===== src/hw/rtl/kpsc_pkg.sv =====
// Shared types and constants for the keypad scanner with line buffer.
// Holds scan phases, controller states, command/status structs and the key map.
// No dependencies.
package kpsc_pkg;

    localparam int          SETTLE_W     = 10;
    localparam int          WAIT_W       = 20;
    localparam int          RESULT_LIMIT = 32;
    localparam logic [7:0]  HASH_KEY     = 8'h23;

    localparam logic [SETTLE_W-1:0] SETTLE_RESET   = 10'd10;
    localparam logic [WAIT_W-1:0]   DEBOUNCE_RESET = 20'd150000;
    localparam logic [WAIT_W-1:0]   IDLE_RESET     = 20'd50000;

    localparam logic [1:0] CFG_SETTLE   = 2'd0;
    localparam logic [1:0] CFG_DEBOUNCE = 2'd1;
    localparam logic [1:0] CFG_IDLE     = 2'd2;

    typedef enum logic [1:0] {
        PH_SETTLE,
        PH_DEBOUNCE,
        PH_IDLE
    } phase_t;

    typedef enum logic [1:0] {
        CS_RUN,
        CS_READ,
        CS_WAIT
    } ctrl_state_t;

    typedef struct packed {
        logic tick_take;
        logic rd_issue;
        logic load_char;
    } kpsc_cmd_t;

    typedef struct packed {
        logic hash_emit;
        logic slot_free;
        logic last_char;
    } kpsc_stat_t;

    function automatic logic [7:0] key_map(input logic [1:0] row, input logic [1:0] col);
        logic [7:0] code;
        case ({row, col})
            4'h0: code = 8'h31;
            4'h1: code = 8'h32;
            4'h2: code = 8'h33;
            4'h3: code = 8'h41;
            4'h4: code = 8'h34;
            4'h5: code = 8'h35;
            4'h6: code = 8'h36;
            4'h7: code = 8'h42;
            4'h8: code = 8'h37;
            4'h9: code = 8'h38;
            4'hA: code = 8'h39;
            4'hB: code = 8'h43;
            4'hC: code = 8'h2A;
            4'hD: code = 8'h30;
            4'hE: code = HASH_KEY;
            4'hF: code = 8'h44;
            default: code = 8'h00;
        endcase
        return code;
    endfunction

endpackage


===== src/hw/rtl/kpsc_ctrl.sv =====
// Controller state machine: accepts ticks and sequences the entry readout.
// Depends on kpsc_pkg.
module kpsc_ctrl (
    input  logic               clk,
    input  logic               rst_n,
    input  logic               in_valid,
    output logic               in_ready,
    input  kpsc_pkg::kpsc_stat_t stat,
    output kpsc_pkg::kpsc_cmd_t  cmd
);
    import kpsc_pkg::*;

    ctrl_state_t state_reg;
    ctrl_state_t state_next;

    always_ff @(posedge clk or negedge rst_n)
    begin
        if (!rst_n)
        begin
            state_reg <= CS_RUN;
        end
        else
        begin
            state_reg <= state_next;
        end
    end

    always_comb
    begin
        state_next = state_reg;
        case (state_reg)
            CS_RUN:
            begin
                if (in_valid && stat.slot_free && stat.hash_emit)
                begin
                    state_next = CS_READ;
                end
            end
            CS_READ:
            begin
                state_next = CS_WAIT;
            end
            CS_WAIT:
            begin
                if (stat.slot_free && stat.last_char)
                begin
                    state_next = CS_RUN;
                end
            end
            default:
            begin
                state_next = CS_RUN;
            end
        endcase
    end

    always_comb
    begin
        in_ready      = 1'b0;
        cmd.tick_take = 1'b0;
        cmd.rd_issue  = 1'b0;
        cmd.load_char = 1'b0;
        case (state_reg)
            CS_RUN:
            begin
                in_ready      = stat.slot_free;
                cmd.tick_take = in_valid && stat.slot_free;
            end
            CS_READ:
            begin
                cmd.rd_issue = 1'b1;
            end
            CS_WAIT:
            begin
                cmd.load_char = stat.slot_free;
                cmd.rd_issue  = stat.slot_free && !stat.last_char;
            end
            default:
            begin
                in_ready = 1'b0;
            end
        endcase
    end

endmodule


===== src/hw/rtl/kpsc_datapath.sv =====
// Datapath: config registers, row scan timing, entry memory and output register.
// Depends on kpsc_pkg; driven by kpsc_ctrl commands.
module kpsc_datapath #(
    parameter int ENTRY_DEPTH = 32
) (
    input  logic                 clk,
    input  logic                 rst_n,
    input  logic                 cfg_wr,
    input  logic [1:0]           cfg_index,
    input  logic [19:0]          cfg_data,
    input  logic [3:0]           col_levels,
    input  kpsc_pkg::kpsc_cmd_t  cmd,
    output kpsc_pkg::kpsc_stat_t stat,
    input  logic                 out_ready,
    output logic                 out_valid,
    output logic [3:0]           row_drive,
    output logic                 key_valid,
    output logic [7:0]           key_code,
    output logic                 entry_done,
    output logic                 char_valid,
    output logic [7:0]           entry_char,
    output logic                 entry_last
);
    import kpsc_pkg::*;

    localparam int CNT_W  = $clog2(ENTRY_DEPTH + 1);
    localparam int ADDR_W = (ENTRY_DEPTH > 1) ? $clog2(ENTRY_DEPTH) : 1;
    localparam int LIMIT  = (ENTRY_DEPTH < RESULT_LIMIT) ? ENTRY_DEPTH : RESULT_LIMIT;
    localparam logic [CNT_W-1:0] LIMIT_C = CNT_W'(LIMIT);
    localparam logic [CNT_W-1:0] DEPTH_C = CNT_W'(ENTRY_DEPTH);

    logic [SETTLE_W-1:0] settle_reg;
    logic [WAIT_W-1:0]   debounce_reg;
    logic [WAIT_W-1:0]   idle_reg;

    phase_t              phase_reg;
    phase_t              phase_next;
    logic [1:0]          row_reg;
    logic [1:0]          row_next;
    logic [WAIT_W-1:0]   wait_reg;
    logic [WAIT_W-1:0]   wait_next;
    logic [3:0]          lines_reg;
    logic [3:0]          lines_next;
    logic [CNT_W-1:0]    count_reg;
    logic [CNT_W-1:0]    emit_idx_reg;
    logic [CNT_W-1:0]    emit_n_reg;
    logic [7:0]          rd_data_reg;
    logic [7:0]          entry_mem [ENTRY_DEPTH];

    logic                out_valid_reg;
    logic [3:0]          row_drive_reg;
    logic                key_valid_reg;
    logic [7:0]          key_code_reg;
    logic                entry_done_reg;
    logic                char_valid_reg;
    logic [7:0]          entry_char_reg;
    logic                entry_last_reg;

    logic                hit;
    logic [1:0]          col_sel;
    logic                kv;
    logic [7:0]          kc;
    logic                is_hash;
    logic [CNT_W-1:0]    emit_n;
    logic                store_key;

    always_ff @(posedge clk or negedge rst_n)
    begin
        if (!rst_n)
        begin
            settle_reg   <= SETTLE_RESET;
            debounce_reg <= DEBOUNCE_RESET;
            idle_reg     <= IDLE_RESET;
        end
        else if (cfg_wr)
        begin
            case (cfg_index)
                CFG_SETTLE:   settle_reg   <= cfg_data[SETTLE_W-1:0];
                CFG_DEBOUNCE: debounce_reg <= cfg_data;
                CFG_IDLE:     idle_reg     <= cfg_data;
                default:      settle_reg   <= settle_reg;
            endcase
        end
    end

    always_comb
    begin
        hit = (col_levels != 4'hF);
        if (!col_levels[0])
        begin
            col_sel = 2'd0;
        end
        else if (!col_levels[1])
        begin
            col_sel = 2'd1;
        end
        else if (!col_levels[2])
        begin
            col_sel = 2'd2;
        end
        else
        begin
            col_sel = 2'd3;
        end
    end

    always_comb
    begin
        phase_next = phase_reg;
        row_next   = row_reg;
        lines_next = lines_reg;
        wait_next  = wait_reg;
        kv         = 1'b0;
        kc         = 8'h00;
        if (wait_reg != '0)
        begin
            wait_next = wait_reg - 1'b1;
        end
        else
        begin
            case (phase_reg)
                PH_DEBOUNCE:
                begin
                    phase_next = PH_IDLE;
                    wait_next  = idle_reg;
                end
                PH_IDLE:
                begin
                    phase_next = PH_SETTLE;
                    row_next   = 2'd0;
                    lines_next = 4'b1110;
                    wait_next  = WAIT_W'(settle_reg);
                end
                default:
                begin
                    if (hit)
                    begin
                        kv         = 1'b1;
                        kc         = key_map(row_reg, col_sel);
                        phase_next = PH_DEBOUNCE;
                        wait_next  = debounce_reg;
                    end
                    else if (row_reg != 2'd3)
                    begin
                        row_next   = row_reg + 2'd1;
                        lines_next = ~(4'b0001 << (row_reg + 2'd1));
                        wait_next  = WAIT_W'(settle_reg);
                    end
                    else
                    begin
                        phase_next = PH_IDLE;
                        wait_next  = idle_reg;
                    end
                end
            endcase
        end
    end

    assign is_hash   = kv && (kc == HASH_KEY);
    assign emit_n    = (count_reg > LIMIT_C) ? LIMIT_C : count_reg;
    assign store_key = cmd.tick_take && kv && !is_hash && (count_reg < DEPTH_C);

    assign stat.hash_emit = is_hash && (emit_n != '0);
    assign stat.slot_free = !out_valid_reg || out_ready;
    assign stat.last_char = (emit_idx_reg == emit_n_reg);

    always_ff @(posedge clk or negedge rst_n)
    begin
        if (!rst_n)
        begin
            phase_reg <= PH_SETTLE;
            row_reg   <= 2'd0;
            wait_reg  <= WAIT_W'(SETTLE_RESET);
            lines_reg <= 4'b1110;
            count_reg <= '0;
        end
        else if (cmd.tick_take)
        begin
            phase_reg <= phase_next;
            row_reg   <= row_next;
            wait_reg  <= wait_next;
            lines_reg <= lines_next;
            if (is_hash)
            begin
                count_reg <= '0;
            end
            else if (store_key)
            begin
                count_reg <= count_reg + 1'b1;
            end
        end
    end

    always_ff @(posedge clk or negedge rst_n)
    begin
        if (!rst_n)
        begin
            emit_idx_reg <= '0;
            emit_n_reg   <= '0;
        end
        else if (cmd.tick_take && is_hash)
        begin
            emit_idx_reg <= '0;
            emit_n_reg   <= emit_n;
        end
        else if (cmd.rd_issue)
        begin
            emit_idx_reg <= emit_idx_reg + 1'b1;
        end
    end

    always_ff @(posedge clk)
    begin
        if (store_key)
        begin
            entry_mem[count_reg[ADDR_W-1:0]] <= kc;
        end
        if (cmd.rd_issue)
        begin
            rd_data_reg <= entry_mem[emit_idx_reg[ADDR_W-1:0]];
        end
    end

    always_ff @(posedge clk or negedge rst_n)
    begin
        if (!rst_n)
        begin
            out_valid_reg <= 1'b0;
        end
        else if ((cmd.tick_take && !stat.hash_emit) || cmd.load_char)
        begin
            out_valid_reg <= 1'b1;
        end
        else if (out_ready)
        begin
            out_valid_reg <= 1'b0;
        end
    end

    always_ff @(posedge clk)
    begin
        if (cmd.tick_take && !stat.hash_emit)
        begin
            row_drive_reg  <= lines_next;
            key_valid_reg  <= kv;
            key_code_reg   <= kc;
            entry_done_reg <= is_hash;
            char_valid_reg <= 1'b0;
            entry_char_reg <= 8'h00;
            entry_last_reg <= 1'b1;
        end
        else if (cmd.load_char)
        begin
            row_drive_reg  <= lines_reg;
            key_valid_reg  <= 1'b1;
            key_code_reg   <= HASH_KEY;
            entry_done_reg <= 1'b1;
            char_valid_reg <= 1'b1;
            entry_char_reg <= rd_data_reg;
            entry_last_reg <= stat.last_char;
        end
    end

    assign out_valid  = out_valid_reg;
    assign row_drive  = row_drive_reg;
    assign key_valid  = key_valid_reg;
    assign key_code   = key_code_reg;
    assign entry_done = entry_done_reg;
    assign char_valid = char_valid_reg;
    assign entry_char = entry_char_reg;
    assign entry_last = entry_last_reg;

endmodule


===== src/hw/rtl/keypad_scanner_with_line_buffer.sv =====
// Top level of the 4x4 keypad scanner with key line buffer.
// Instantiates kpsc_ctrl and kpsc_datapath; depends on kpsc_pkg.
//
// Usage:
//   The input stream carries one timer tick per beat with the four column
//   levels. Each tick returns one output beat with the row drive pattern and
//   any key found on that tick. A '#' key closes the entry: every stored key
//   (at most 32) leaves as its own beat, tlast on the final one; an empty
//   entry gives one beat with the char flag clear.
//   An accepted tick's beat is registered straight into the output register;
//   for a '#' with stored keys the first beat passes the READ state and the
//   entry memory read register first. Plain ticks sustain one per cycle while
//   the receiver takes each beat. A '#' with stored keys holds tready low until
//   its last beat is loaded: one memory read to prime, then one beat per cycle,
//   while the receiver takes them, from the registered read port of the memory.
//   The config channel is always ready; write only while the block is idle.
//   Reset loads default timings, points the scan at row 0 and empties the
//   buffer; no clearing pass is needed.
//   When the receiver stalls, the output register holds its beat and the
//   input channel drops tready until the beat is taken.
module keypad_scanner_with_line_buffer #(
    parameter int ENTRY_DEPTH = 32
) (
    input  logic        clk,
    input  logic        rst_n,
    input  logic        s_axis_tvalid,
    output logic        s_axis_tready,
    input  logic [7:0]  s_axis_tdata,   // [3:0] col_levels, [7:4] zero
    output logic        m_axis_tvalid,
    input  logic        m_axis_tready,
    output logic [23:0] m_axis_tdata,   // [3:0] row_drive, [11:4] key_code,
                                        // [19:12] entry_char, [23:20] zero
    output logic [2:0]  m_axis_tuser,   // [0] key_valid, [1] entry_done, [2] char_valid
    output logic        m_axis_tlast,
    input  logic        cfg_valid,
    output logic        cfg_ready,
    input  logic [1:0]  cfg_index,
    input  logic [19:0] cfg_data
);
    import kpsc_pkg::*;

    kpsc_cmd_t  cmd;
    kpsc_stat_t stat;
    logic [3:0] row_drive;
    logic [7:0] key_code;
    logic [7:0] entry_char;

    assign cfg_ready = 1'b1;

    kpsc_ctrl u_ctrl (
        .clk      (clk),
        .rst_n    (rst_n),
        .in_valid (s_axis_tvalid),
        .in_ready (s_axis_tready),
        .stat     (stat),
        .cmd      (cmd)
    );

    kpsc_datapath #(
        .ENTRY_DEPTH (ENTRY_DEPTH)
    ) u_datapath (
        .clk        (clk),
        .rst_n      (rst_n),
        .cfg_wr     (cfg_valid && cfg_ready),
        .cfg_index  (cfg_index),
        .cfg_data   (cfg_data),
        .col_levels (s_axis_tdata[3:0]),
        .cmd        (cmd),
        .stat       (stat),
        .out_ready  (m_axis_tready),
        .out_valid  (m_axis_tvalid),
        .row_drive  (row_drive),
        .key_valid  (m_axis_tuser[0]),
        .key_code   (key_code),
        .entry_done (m_axis_tuser[1]),
        .char_valid (m_axis_tuser[2]),
        .entry_char (entry_char),
        .entry_last (m_axis_tlast)
    );

    assign m_axis_tdata = {4'h0, entry_char, key_code, row_drive};

endmodule


===== config.mk =====
export PLATFORM = sky130hd
export DESIGN_NAME = keypad_scanner_with_line_buffer
export DESIGN_NICKNAME = d
export VERILOG_FILES = /design/src/hw/rtl/kpsc_pkg.sv /design/src/hw/rtl/kpsc_ctrl.sv /design/src/hw/rtl/kpsc_datapath.sv /design/src/hw/rtl/keypad_scanner_with_line_buffer.sv
export SDC_FILE = /design/constraint.sdc
export NUM_CORES = 1
export LEC_CHECK = 0
export BUFFER_PORTS_ARGS = -buffer_cell sky130_fd_sc_hd__buf_4
export CAP_MARGIN = 20
export CORE_MARGIN = 2
export CORE_UTILIZATION = 55
export CTS_BUF_LIST = sky130_fd_sc_hd__clkbuf_8
export CTS_CLUSTER_DIAMETER = 40
export DETAILED_ROUTE_END_ITERATION = 10
export PLACE_DENSITY = 0.71
export SYNTH_ARGS = -nofsm -noshare
export SYNTH_HDL_FRONTEND = slang
export SYNTH_HIERARCHICAL = 1
export SYNTH_SLANG_ARGS = --single-unit

===== constraint.sdc =====
create_clock -name clk -period 4.3 [get_ports clk]
set_input_delay 0.215 -clock clk [delete_from_list [all_inputs] [get_ports clk]]
set_output_delay 0.215 -clock clk [all_outputs]
set_load 0.05 [all_outputs]

# After elaboration in Yosys (flattened, before gate mapping)
# Memory sizes are Yosys's and may differ from the RTL's. A register that Yosys moved wholly into a read port is not among the register bits.
# Cells that the tools add are included.
[word_totals] reg_bits=123 ram_bits=256 romBits=112 output_inout_bits=31 word_cells=125 mem_count=2
[classes] add_sub_neg=4 order_cmp=2 n_eq_ne=14 shifts=1 n_mux=46 n_bitwise=3 n_reduce_logical=34
[mem_list] memory="u_datapath.entry_mem" depth=32 width=8 rd=1 rd_ports_with_merged_regs=1 wr=1 line="kpsc_datapath.sv:48" text="logic [7:0] entry_mem [ENTRY_DEPTH];"
[mem_list] memory="(name not given)" depth=16 width=7 rd=1 rd_ports_with_merged_regs=0 wr=0 line="kpsc_pkg.sv:45" text="case ({row, col})"
[op_table] cell="20-bit 2-to-1 mux" n=3
[op_table] cell="8-bit 2-to-1 mux" n=5
[op_table] cell="20-bit case mux with 2 select lines" n=1
[op_table] cell="6-bit 2-to-1 mux" n=5
[op_table] cell="4-bit 2-to-1 mux" n=5
[op_table] cell="20-bit nonzero test" n=1
[op_table] cell="20-bit by 1-bit subtractor with 20-bit output (second input constant)" n=1
[op_table] cell="2-bit 2-to-1 mux" n=8
[op_table] cell="1-bit 2-to-1 mux" n=14
[op_table] cell="6-bit by 1-bit adder with 6-bit output (second input constant)" n=2
[op_table] cell="1-bit logical AND" n=11
[op_table] cell="2-bit AND reduction" n=5
[op_table] cell="2-bit nonzero test" n=5
[op_table] cell="8-bit by 6-bit equality test with 1-bit output (second input constant)" n=1
[op_table] cell="2-bit case mux with 2 select lines" n=2
[op_table] cell="4-bit case mux with 2 select lines" n=1
[op_table] cell="2-bit by 1-bit equality test with 1-bit output (second input constant)" n=3
[op_table] cell="2-bit equality test (second input constant)" n=3
[op_table] cell="6-bit equality test" n=1
[op_table] cell="6-bit greater-than comparator (second input constant)" n=1
[op_table] cell="6-bit < comparator (second input constant)" n=1
[op_table] cell="2-bit case mux with 3 select lines" n=1
[op_table] cell="6-bit nonzero test" n=1
[op_table] cell="5-bit AND reduction" n=1
[op_table] cell="other kinds (14)" n=22

# Logic depth before layout (Yosys ltp)
# Gate-level depths: netlist of run 1.
# An unclocked memory read counts as a cell.
[depth] word_depth=14 mapped_depth=13 depth_no_buf=12

# By module
# The synthesis of run 1 kept the hierarchy.
[by_module_without_submodules] module="kpsc_datapath" instances=1 cells_per_inst=948 area_each_um2=14980.6 seq_area_each_um2=9960.8
[by_module_without_submodules] module="kpsc_ctrl" instances=1 cells_per_inst=18 area_each_um2=186.4 seq_area_each_um2=50.0
[by_module_without_submodules] module="keypad_scanner_with_line_buffer" instances=1 cells_per_inst=7 area_each_um2=45.0 seq_area_each_um2=0.0

# Least setup slack after synthesis of run 1
# OpenSTA, ideal clock, no wires.
[synth_timing] path_kind="register to register" startpoint="register u_datapath.wait_reg[0]" endpoint="memory u_datapath.entry_mem[0][4] (data pin)" setup_time_ns=0.497 arrival_ns=3.016 t_required_ns=3.803 path_slack_ns=0.786 path_stages_with_launch=8 n_path_buf=1 path_cell_list="dfrtp_1 -> inv_1 -> ha_1 -> nor3b_2 -> nand4_2 -> or3_1 -> buf_6 -> a311oi_1"
[synth_between] elab_chain_cells=2
[synth_rtl] element="from (decl)" line="kpsc_datapath.sv:40" text="logic [WAIT_W-1:0] wait_reg;"
[synth_rtl] element="from (signal assigned)" line="kpsc_datapath.sv:173" text="wait_reg <= WAIT_W'(SETTLE_RESET);"
[synth_rtl] element="from (signal assigned)" line="kpsc_datapath.sv:181" text="wait_reg <= wait_next;"
[synth_rtl] element="20-bit nonzero test" line="kpsc_datapath.sv:115" text="if (wait_reg != '0)"
[synth_rtl] element="8-bit 2-to-1 mux" line="kpsc_datapath.sv:115"
[synth_rtl] element="via u_datapath.kc[4]" line="kpsc_datapath.sv:62" text="logic [7:0] kc;"
[synth_rtl] element="to (decl)" line="kpsc_datapath.sv:48"
# The timed path passes the listed nets, and every way through them passes these cells.

# Final worst setup path of run 1
[layout_timing] startpoint="register u_datapath.phase_reg[0]" endpoint="register u_datapath.row_drive_reg[0], in the netlist u_datapath/row_drive[0] (enable)"
[layout_between] elab_chain_cells=10 elab_cells_between_ends=13 classes_between="eq/ne (3); mux (4); reduce/logical (6)"
[layout_rtl] element="from (decl)" line="kpsc_datapath.sv:36" text="phase_t phase_reg;"
[layout_rtl] element="from (signal assigned)" line="kpsc_datapath.sv:179" text="phase_reg <= phase_next;"
[layout_rtl] element="2-bit by 1-bit equality test with 1-bit output / 2-bit equality test (equally long branches)" line="kpsc_datapath.sv:121" text="case (phase_reg)"
[layout_rtl] element="2-bit OR reduction (no source line) (*)"
[layout_rtl] element="8-bit 2-to-1 mux" line="kpsc_datapath.sv:121"
[layout_rtl] element="8-bit 2-to-1 mux" line="kpsc_datapath.sv:115"
[layout_rtl] element="8-bit by 6-bit equality test with 1-bit output" line="kpsc_datapath.sv:159" text="assign is_hash = kv && (kc == HASH_KEY);"
[layout_rtl] element="1-bit logical AND (*)" line="kpsc_datapath.sv:159"
[layout_rtl] element="1-bit logical AND (*)" line="kpsc_datapath.sv:163" text="assign stat.hash_emit = is_hash && (emit_n != '0);"
[layout_rtl] element="1-bit zero test (*)" line="kpsc_datapath.sv:242" text="if (cmd.tick_take && !stat.hash_emit)"
[layout_rtl] element="1-bit logical AND (*)" line="kpsc_datapath.sv:242"
[layout_rtl] element="2-bit nonzero test (no source line) (*)"
[layout_rtl] element="to (signal assigned)" line="kpsc_datapath.sv:244" text="row_drive_reg <= lines_next;"
[layout_rtl] element="to (signal assigned)" line="kpsc_datapath.sv:254" text="row_drive_reg <= lines_reg;"
[layout_rtl] element="to (decl)" line="kpsc_datapath.sv:51" text="logic [3:0] row_drive_reg;"
# Every way passes the cells marked *; elsewhere a longest branch is shown, timed or not.
# A chain may end at the register's enable or synchronous reset.

==> impl_metrics.tcl, run 1 <==
set metrics [dict create \
    status "complete, no violations" \
    cts_hold_buf 22 \
    antenna_found_initial 0 \
    pwr-share-comb 0.064 \
    min_from "s_axis_tvalid" \
    num-nets-final 1151 \
    fin_skew_ns 0.0227 \
    cts_resized 0 \
    synth_warnings 6 \
    swShare 0.227 \
    worstSetupPathType "flop to flop" \
    max_freq_ghz 0.281 \
    fin_crit_sh 0.827 \
    r2r-end "u_datapath/row_drive[0]$_DFFE_PP_" \
    grtUsageTotal 0.221 \
    areaGrowthSynthToFinish_pct 14.8 \
    cts.htree.levels 2 \
    synth-seq-area-share 0.658 \
    rsz0062_at_grt "false" \
    drt_first_pass_iters 5 \
    layout-drive-gt1-share 0.280 \
    crit_arrival_ns 3.81 \
    layout_common_cells "edfxtp_1 (244), buf_4 (93), dfrtp_1 (75)" \
    avgViaCountPerCell 5.94 \
    rows 60 \
    whs_endpoint "u_ctrl/state_reg[0]$_DFFE_PN0P_" \
    reg2reg_slack_ns 0.74 \
    postRouteAntennaNets 0 \
    clock_latency_ns 0.59 \
    dp_hpwl_microns 19900 \
    io_buffer_count 54 \
    r2r-start "u_datapath/phase_reg[0]$_DFFE_PN0P_" \
    dieArea_sq_mm 0.0290 \
    grt_max_degree 62 \
    synth_edf_count 244 \
    maxCapViolations 0 \
    gp_congestion 0.830 \
    grt_pass1_wl_microns 48800 \
    cts_tree "yes" \
    synth.distinct_cells 74 \
    netSwitchingPower_uw 1610 \
    grt_pass1_vias 8884 \
    fin_tns_setup_ns 0 \
    cts_root_buf "clkbuf_8" \
    cp_max_fo 17 \
    clk_pin_slew_worst_paths_ns 0.06 \
    ys_ff_latch 352 \
    num_vias 8800 \
    worstHoldPathCells 4 \
    layout_commonest_cell "edfxtp_1" \
    timing.final.ws_setup_ns 0.743 \
    ios 66 \
    initial_core_util 0.563 \
    numCtsBuffers 57 \
    reg2reg_depth 6 \
    relSlewSlack 0.284 \
    place_ws_ns 0.751 \
    clock_path_buffers 3 \
    finalMaxSlewViolations 0 \
    power.share.clock 0.390 \
    synth_cells 973 \
    die_x_microns 170 \
    overflow 0 \
    hold_path.class "input port to flop" \
    finalHoldViolCount 0 \
    fin_crit_ns 3.56 \
    routedWlPerCell_microns 20.7 \
    fillerInstances 1943 \
    wirelength_microns 30600 \
    clock_sinks 352 \
    p_leak_uw 0.00683 \
    ys_async_sr_fraction 0.281 \
    n_antenna_cell 0 \
    chipHeight_microns 170 \
    setup_violations 0 \
    post-cts-setup-buffers 0 \
    avgSynthCellArea_sq_um 15.6 \
    core-area_sq_mm 0.0270 \
    largest_reg_flops 224 \
    tightest_slew_ns 1.07 \
    pwr-share-seq 0.546 \
    powerDensity_mw_per_mm2 408 \
    drc 0 \
    p_int_uw 5500 \
    syn_area_sq_mm 0.0152 \
    synth-main-ff-cell "edfxtp_1" \
    dr.first_iter.drc_count 788 \
    cp-end-kind "flop" \
    irDropWorstVdd_v 0.000239 \
    start_kind "flop" \
    worst_ep_required_time_ns 4.56 \
]
-- how the worst max path moves through the flow --
stage	end	from	cells past startpoint	slack, ns
after detailed placement	u_datapath/row_drive[0]$_DFFE_PP_	u_datapath/phase_reg[0]$_DFFE_PN0P_	6	0.75
final	u_datapath/row_drive[0]$_DFFE_PP_	u_datapath/phase_reg[0]$_DFFE_PN0P_	6	0.74
after CTS	u_datapath/key_valid$_SDFFCE_PN1P_	u_datapath/phase_reg[0]$_DFFE_PN0P_	6	0.73
after floorplan	u_datapath/entry_mem[0][4]$_DFFE_PP_	u_datapath/wait_reg[0]$_DFFE_PN0P_	7	0.79
after global routing	u_datapath/entry_done$_SDFFCE_PN1P_	u_datapath/wait_reg[14]$_DFFE_PN0P_	5	0.47
after global placement	u_datapath/row_drive[0]$_DFFE_PP_	u_datapath/phase_reg[0]$_DFFE_PN0P_	6	0.82
-- power by group through the flow --
| stage | Clock [uW] | Combinational (uW) | Sequential, uW |
|---|---|---|---|
| 6_report | 2770 | 457 | 3890 |
| 3_3_place_gp | 0 | 424 | 3950 |
| 4_1_cts | 2840 | 456 | 3890 |
| 2_1_floorplan | 0 | 291 | 3950 |
| 5_1_grt | 3010 | 499 | 3910 |
| 3_5_place_dp | 0 | 438 | 3950 |
-- routing by layer --
layer  part of all wire  wire length (microns)  GRT usage
met5                  0                      0          0
met4              0.020                    600     0.0643
met3              0.062                   1900     0.0388
met2               0.46                  14100      0.338
met1               0.46                  14000      0.330
-- critical path, stage by stage, from the launching register on --
cell,delay (ns)
dfrtp_1,0.37
inv_1,0.05
ha_1,0.61
nand4_2,0.23
or3_1,0.71
o41a_1,0.75
or2_1,0.50
-- through the flow --
stage               hold WS (ns)  power (uW)  cells  instance area, sq um  utilization
floorplan                -0.0806        4240    977                 15200            -
global placement           0.331        4370   1353                 16100        0.597
detailed placement         0.340        4390   1353                 16100        0.597
CTS                       0.0295        7180   1481                 17500        0.646
global route              0.0684        7410   1482                 17500        0.646
finish                    0.0562        7120   1482                 17500        0.646
-- logic make-up (layout without fill, tap and decap cells) --
group,count (synthesis),count (layout),synth area share
buf+inv,82,246,0.0237
mux,156,156,0.154
flops,352,352,0.658
other cells,3,7,0.000740
simple gates,217,217,0.0752
fa+ha+maj,22,22,0.0181
xor+xnor,18,18,0.0104
compound gates,123,123,0.0602
-- cell usage after synthesis (13+ instances only) --
cell type / instances / share of area
edfxtp_1: 244 / 0.48
dfrtp_1: 78 / 0.13
nor2_1: 73 / 0.018
mux2_2: 56 / 0.041
mux4_2: 56 / 0.083
mux2i_1: 43 / 0.028
clkbuf_1: 37 / 0.0091
nand2_1: 31 / 0.0076
inv_1: 24 / 0.0059
o21ai_0: 24 / 0.0079
ha_1: 22 / 0.018
dfstp_2: 21 / 0.036
nand3_1: 18 / 0.0059
a21oi_1: 14 / 0.0046
a22o_1: 14 / 0.0081
a221oi_1: 13 / 0.0075
-- area by class of cell --
class                      instances  area [sq um]  area share
clock buffer                      60           826      0.0473
clock inverter                    46           290      0.0166
inverter                          24          90.1     0.00516
multi-input combinational        543          4890       0.280
sequential                       352         10000       0.574
tap                              341           427      0.0244
timing repair buffer             116           923      0.0529
(Power assumes the default switching activity.)
==> run 2, diff against run 1 <==
--- a/config.mk
+++ b/config.mk
@@ -5,6 +5,7 @@
 export SDC_FILE = /design/constraint.sdc
 export NUM_CORES = 1
 export LEC_CHECK = 0
+export ABC_AREA = 1
 export BUFFER_PORTS_ARGS = -buffer_cell sky130_fd_sc_hd__buf_4
 export CAP_MARGIN = 20
 export CORE_MARGIN = 2
@@ -12,7 +13,7 @@
 export CTS_BUF_LIST = sky130_fd_sc_hd__clkbuf_8
 export CTS_CLUSTER_DIAMETER = 40
 export DETAILED_ROUTE_END_ITERATION = 10
-export PLACE_DENSITY = 0.71
+export PLACE_DENSITY = 0.74
 export SYNTH_ARGS = -nofsm -noshare
 export SYNTH_HDL_FRONTEND = slang
 export SYNTH_HIERARCHICAL = 1
==> constraint.sdc (replaced) <==
create_clock -name clk -period 3 [get_ports clk]
set_input_delay 0.15 -clock clk [delete_from_list [all_inputs] [get_ports clk]]
set_output_delay 0.15 -clock clk [all_outputs]
set_load 0.05 [all_outputs]
==> run 2 against run 1 <==
- critical path depth rose by 4
- maximum frequency is 30% higher
- total power is 44% higher
- critical endpoint is now u_datapath/entry_mem[3][6]$_DFFE_PP_
- hold slack gained 0.038 ns
- global-route usage increased by 2.1 points
==> impl_metrics.tcl, run 2 <==
set metrics [dict create \
    status "complete, no violations" \
    min_from "s_axis_tdata[3]" \
    die_x_microns 172 \
    antenna_found_initial 0 \
    clk_pin_slew_worst_paths_ns 0.06 \
    ys_async_sr_fraction 0.281 \
    avgSynthCellArea_sq_um 10.5 \
    worstSetupPathType "flop to flop" \
    overflow 0 \
    io_buffer_count 54 \
    crit_arrival_ns 2.96 \
    layout_commonest_cell "edfxtp_1" \
    synth_warnings 6 \
    yosys.area.top_type "edfxtp_1" \
    gp_congestion 0.913 \
    initial_core_util 0.559 \
    clock_latency_ns 0.58 \
    powerDensity_mw_per_mm2 571 \
    rows 61 \
    place_ws_ns 0.154 \
    relSlewSlack 0.423 \
    irDropWorstVdd_v 0.000428 \
    layout_common_cells "edfxtp_1 (244), nor2_1 (232), nand2_1 (220)" \
    cp.buffers_inverters 1 \
    crit_top_cell "nor2_2" \
    drc 0 \
    largest_reg_flops 224 \
    cts_root_buf "clkbuf_8" \
    fin_crit_sh 0.914 \
    grt_pass1_wl_microns 55500 \
    worst_ep_required_time_ns 3.22 \
    areaGrowthSynthToFinish_pct 15.1 \
    drt_first_pass_iters 5 \
    synth_cells 1490 \
    slowest_delay_ns 0.42 \
    dp_hpwl_microns 23000 \
    p_leak_uw 0.00738 \
    fin_skew_ns 0.0340 \
    synth-seq-area-share 0.643 \
    routedWlPerCell_microns 17.5 \
    post-cts-setup-buffers 0 \
    fin_tns_setup_ns 0 \
    synth_area_leaders "edfxtp_1 (47%), dfrtp_1 (13%), o21ai_0 (6.2%), nor2_1 (5.9%), nand2_1 (5.3%)" \
    synth-main-ff-cell "edfxtp_1" \
    avgViaCountPerCell 5.57 \
    finalMaxSlewViolations 0 \
    ios 66 \
    clock_sinks 352 \
    crit_slowest_cell "nor2_2" \
    synth_edf_count 244 \
    worst_path_dominant_cell_family "simple AND/OR/NAND/NOR gates" \
    p_total_uw 10200 \
    wirelength_microns 35700 \
    rsz0062_at_grt "false" \
    clock_path_buffers 3 \
    synth_top_area_share 0.471 \
    placed_cells 1907 \
    ys_ff_latch 352 \
    cts_tree "yes" \
    timing.final.ws_setup_ns 0.258 \
    grt_max_degree 113 \
    core-area_sq_mm 0.0279 \
    cp_max_fo 8 \
    finalHoldViolCount 0 \
    num_vias 11325 \
    num-nets-final 1667 \
    fillerInstances 2134 \
    n_antenna_cell 0 \
    layout-drive-gt1-share 0.157 \
    final_cells 2032 \
    dieArea_sq_mm 0.0297 \
    grt_pass1_vias 10666 \
    synthTopCellsByCount "edfxtp_1 (244), nor2_1 (244), nand2_1 (220)" \
    startpoint "u_datapath/wait_reg[0]$_DFFE_PN0P_" \
    hold_path.class "input port to flop" \
    syn_area_sq_mm 0.0156 \
    max_freq_ghz 0.365 \
    dr.first_iter.drc_count 1276 \
    synth.distinct_cells 42 \
    start_kind "flop" \
    chipHeight_microns 172 \
    path_cells "inv_1, ha_1, nand3_2, nor2_4, nand4_2, nor2_2, nand2_2, nor2_2, nand2_2, nor2_2" \
    tightest_slew_ns 0.862 \
    setup_violations 0 \
    postRouteAntennaNets 0 \
    fin_crit_ns 2.74 \
    cts.htree.levels 2 \
    numCtsBuffers 55 \
    final_util 0.644 \
    maxCapViolations 0 \
    cp-end-kind "flop" \
    grtUsageTotal 0.242 \
    r2r-start "u_datapath/wait_reg[0]$_DFFE_PN0P_" \
]
## run 2: cell count changes after synthesis, moves of 21 or more
cell,change
clkbuf_1,+23
o21ai_0,+170
mux4_2,-56
a21oi_1,+21
nand3_1,+29
o22ai_1,+30
nand2_1,+189
mux2_2,-56
nor2_1,+171
inv_1,+87
mux2i_1,-36
## run 2: metal layers
metal / vias up / global-route usage / wire length, microns
met5: - / 0 / 0
met4: 0 / 0.0815 / 1040
met2: 462 / 0.409 / 17500
met1: 5402 / 0.323 / 14500
li1: 5378 / - / -
met3: 83 / 0.0357 / 2550
## run 2: where the power goes
part / switching (uW) / internal [uW] / total [uW] / leakage [uW]
logic: 502 / 312 / 814 / 0.00293
clock network: 1790 / 2010 / 3800 / 0.000592
registers: 184 / 5430 / 5610 / 0.00386
total: 2480 / 7750 / 10200 / 0.00738
## run 2: cells by family after synthesis
kind of cell	Yosys count	share of synthesized area
other	3	0.000723
XOR/XNOR	20	0.0112
buffers and inverters	191	0.0491
flip-flops	352	0.643
multiplexers	7	0.00450
adder cells (fa/ha/maj)	22	0.0177
AND/OR/NAND/NOR	573	0.158
AO/OA/AOI/OAI	322	0.116
## run 2: area by class of cell
type	instances	area (sq um)	share of cell area
Multi-Input combinational cell	951	4840	0.270
Sequential cell	352	10000	0.558
Timing Repair Buffer	135	1120	0.0623
Clock inverter	45	282	0.0157
Tap cell	378	473	0.0264
Inverter	115	434	0.0242
Clock buffer	56	771	0.0430
## run 2: worst reg2reg max path, delay by kind of cell, from the launching register on
kind | cells | cell delay [ns]
buffers and inverters | 1 | 0.14
adder cells (fa/ha/maj) | 1 | 0.28
AND/OR/NAND/NOR | 8 | 1.57
flip-flops | 1 | 0.39
## run 2: final timing paths
| path | slack [ns] | to | cells after the start |
|---|---|---|---|
| max | 0.26 | u_datapath/entry_mem[3][6]$_DFFE_PP_ | 10 |
| min | 0.09 | u_datapath/phase_reg[1]$_DFFE_PN0P_ | 7 |
| max reg2reg | 0.26 | u_datapath/entry_mem[3][6]$_DFFE_PP_ | 10 |
| min reg2reg | 0.48 | u_datapath/char_valid$_SDFFE_PP0P_ | 2 |
| max in group asynchronous | 1.98 | u_datapath/emit_idx_reg[0]$_DFFE_PN0P_ | 3 |
| min in group asynchronous | 0.15 | u_datapath/idle_reg[11]$_DFFE_PN0P_ | 2 |
## run 2: through the flow
stage               hold slack (ns)  instance area [sq um]
finish                       0.0942                  17900
detailed placement            0.233                  16600
floorplan                    -0.146                  15600
global placement              0.235                  16600
global route                  0.108                  17900
CTS                          0.0679                  17900
## run 2: what timing repair did
| item | in CTS | in global routing |
|---|---|---|
| resized for setup | 0 | 6 |
| endpoints found under the setup margin | 0 | 31 |
| hold endpoints to repair | 92 | 0 |
| hold buffers | 23 | 0 |
==> run 3, diff against run 2 <==
--- a/config.mk
+++ b/config.mk
@@ -5,7 +5,7 @@
 export SDC_FILE = /design/constraint.sdc
 export NUM_CORES = 1
 export LEC_CHECK = 0
-export ABC_AREA = 1
+export ABC_AREA = 0
 export BUFFER_PORTS_ARGS = -buffer_cell sky130_fd_sc_hd__buf_4
 export CAP_MARGIN = 20
 export CORE_MARGIN = 2
@@ -13,7 +13,8 @@
 export CTS_BUF_LIST = sky130_fd_sc_hd__clkbuf_8
 export CTS_CLUSTER_DIAMETER = 40
 export DETAILED_ROUTE_END_ITERATION = 10
-export PLACE_DENSITY = 0.74
+export PLACE_DENSITY = 0.75
+export REMOVE_ABC_BUFFERS = 1
 export SYNTH_ARGS = -nofsm -noshare
 export SYNTH_HDL_FRONTEND = slang
 export SYNTH_HIERARCHICAL = 1
==> run 3 against run 2 <==
- count of clock-buffer cells in the layout is 4 higher
- first-iteration DRC count is 44% lower
- utilization is 1.9 points higher
- critical endpoint is now u_ctrl/state_reg[1]$_DFFE_PN0P_
- register-to-register slack worse by 0.05 ns
- combinational power is 16% lower
- clock skew is 0.0096 ns higher
- global-route usage is 1.9 points lower
- final area is 0.14% lower
- wire length is 12% lower
- maximum frequency is 1.9% lower
- sequential power hardly changed
- sequential cell count stayed put
==> impl_metrics.tcl, run 3 (synthesis gave the netlist of run 1 again) <==
set metrics [dict create \
    overflow 0 \
    cts_root_buf "clkbuf_8" \
    num-nets-final 1196 \
    areaGrowthSynthToFinish_pct 17.7 \
    die_x_microns 170 \
    n_antenna_cell 0 \
    relSlewSlack 0.255 \
    clock_sinks 352 \
    io_buffer_count 54 \
    dp_hpwl_microns 20000 \
    avgViaCountPerCell 5.89 \
    setup_violations 0 \
    p_leak_uw 0.00708 \
    hold_path.class "input port to flop" \
    worstHoldPathCells 4 \
    fillerInstances 1867 \
    place_ws_ns -0.324 \
    postRouteAntennaNets 0 \
    layout-drive-gt1-share 0.314 \
    dr.first_iter.drc_count 715 \
    max_freq_ghz 0.358 \
    rows 60 \
    numCtsBuffers 56 \
    layout_common_cells "edfxtp_1 (244), buf_4 (133), dfrtp_1 (76)" \
    maxCapViolations 0 \
    cp_max_fo 12 \
    dieArea_sq_mm 0.0290 \
    fin_crit_sh 0.931 \
    drt_first_pass_iters 6 \
    core-area_sq_mm 0.0270 \
    powerDensity_mw_per_mm2 573 \
    fin_skew_ns 0.0436 \
    layout_commonest_cell "edfxtp_1" \
    fin_crit_ns 2.79 \
    irDropWorstVdd_v 0.000395 \
    grtUsageTotal 0.222 \
    gp_congestion 0.830 \
    worst_ep_required_time_ns 3.47 \
    tightest_slew_ns 1.12 \
    crit_arrival_ns 3.27 \
    chipHeight_microns 170 \
    num_vias 8980 \
    start_kind "flop" \
    clk_pin_slew_worst_paths_ns 0.06 \
    status "complete, no violations" \
    cts.htree.levels 2 \
    finalMaxSlewViolations 0 \
    routedWlPerCell_microns 20.6 \
    wirelength_microns 31300 \
    clock_latency_ns 0.62 \
    antenna_found_initial 0 \
    fin_tns_setup_ns 0 \
    reg2reg_depth 8 \
    worstSetupPathType "flop to flop" \
    clock_path_buffers 3 \
    cp-end-kind "flop" \
    finalHoldViolCount 0 \
    multi_input_area_sq_mm 0.00489 \
    drc 0 \
    p_total_uw 10300 \
    regArea_sq_mm 0.0100 \
    cts_tree "yes" \
    grt_pass1_vias 9134 \
    largest_reg_flops 224 \
    timing.final.ws_setup_ns 0.206 \
    grt_pass1_wl_microns 49700 \
    ios 66 \
    initial_core_util 0.563 \
    grt_max_degree 60 \
]
run 3: final cells by class:
class / count / share of cell area
inverters: 24 / 0.00503
flip-flops and latches: 352 / 0.559
repair buffers: 162 / 0.0753
multi-input cells: 543 / 0.273
well taps: 341 / 0.0238
clock inverters: 43 / 0.0168
clock buffers: 60 / 0.0461
run 3: repair_timing:
action / CTS / global route
hold endpoints to repair: 100 / 0
resized for setup: 0 / 1
hold buffers: 23 / 0
setup buffers: 2 / 3
setup endpoints to repair: 20 / 171
pin swaps: 1 / 3
gates cloned: 0 / 0
run 3: metrics by stage:
| step | utilization | cells | hold slack (ns) | cell area (sq um) |
|---|---|---|---|---|
| floorplan | - | 919 | -0.146 | 15000 |
| global placement | 0.611 | 1394 | 0.283 | 16500 |
| CTS | 0.661 | 1522 | 0.0839 | 17900 |
| finish | 0.662 | 1525 | 0.118 | 17900 |
| detailed placement | 0.611 | 1394 | 0.283 | 16500 |
| global route | 0.662 | 1525 | 0.134 | 17900 |
run 3: path summary, 6_finish.rpt:
path / startpoint / endpoint / slack, ns
worst max-delay path: u_datapath/row_reg[0]$_DFFE_PN0P_ / u_ctrl/state_reg[1]$_DFFE_PN0P_ / 0.21
worst min-delay path: cfg_index[0] / u_datapath/settle_reg[5]$_DFFE_PN0P_ / 0.12
worst max register to register: u_datapath/row_reg[0]$_DFFE_PN0P_ / u_ctrl/state_reg[1]$_DFFE_PN0P_ / 0.21
worst min register to register: u_datapath/char_valid$_SDFFE_PP0P_ / u_datapath/char_valid$_SDFFE_PP0P_ / 0.47
max in group asynchronous: rst_n / u_datapath/idle_reg[9]$_DFFE_PN1P_ / 2.09
min in group asynchronous: rst_n / u_datapath/idle_reg[2]$_DFFE_PN0P_ / 0.18
run 3: critical path, cell delays in order (launching register included):
cell,delay [ns]
dfrtp_1,0.57
inv_1,0.21
o211ai_1,0.28
o2111ai_1,0.43
or3_1,0.48
nor2_1,0.14
nand3_2,0.11
a21oi_2,0.16
mux2_4,0.30
run 3: power by group:
part	leakage (uW)	total (uW)	internal [uW]	switching, uW
logic	0.00239	682	330	352
clock network	0.000622	4010	2130	1870
registers	0.00406	5580	5400	176
run 3: per-layer routing:
| layer | share of wire | global-route usage | vias up |
|---|---|---|---|
| met5 | 0 | 0 | - |
| met4 | 0.017 | 0.0606 | 0 |
| met3 | 0.054 | 0.0358 | 50 |
| met2 | 0.49 | 0.363 | 267 |
| met1 | 0.44 | 0.314 | 4549 |
| li1 | - | - | 4114 |
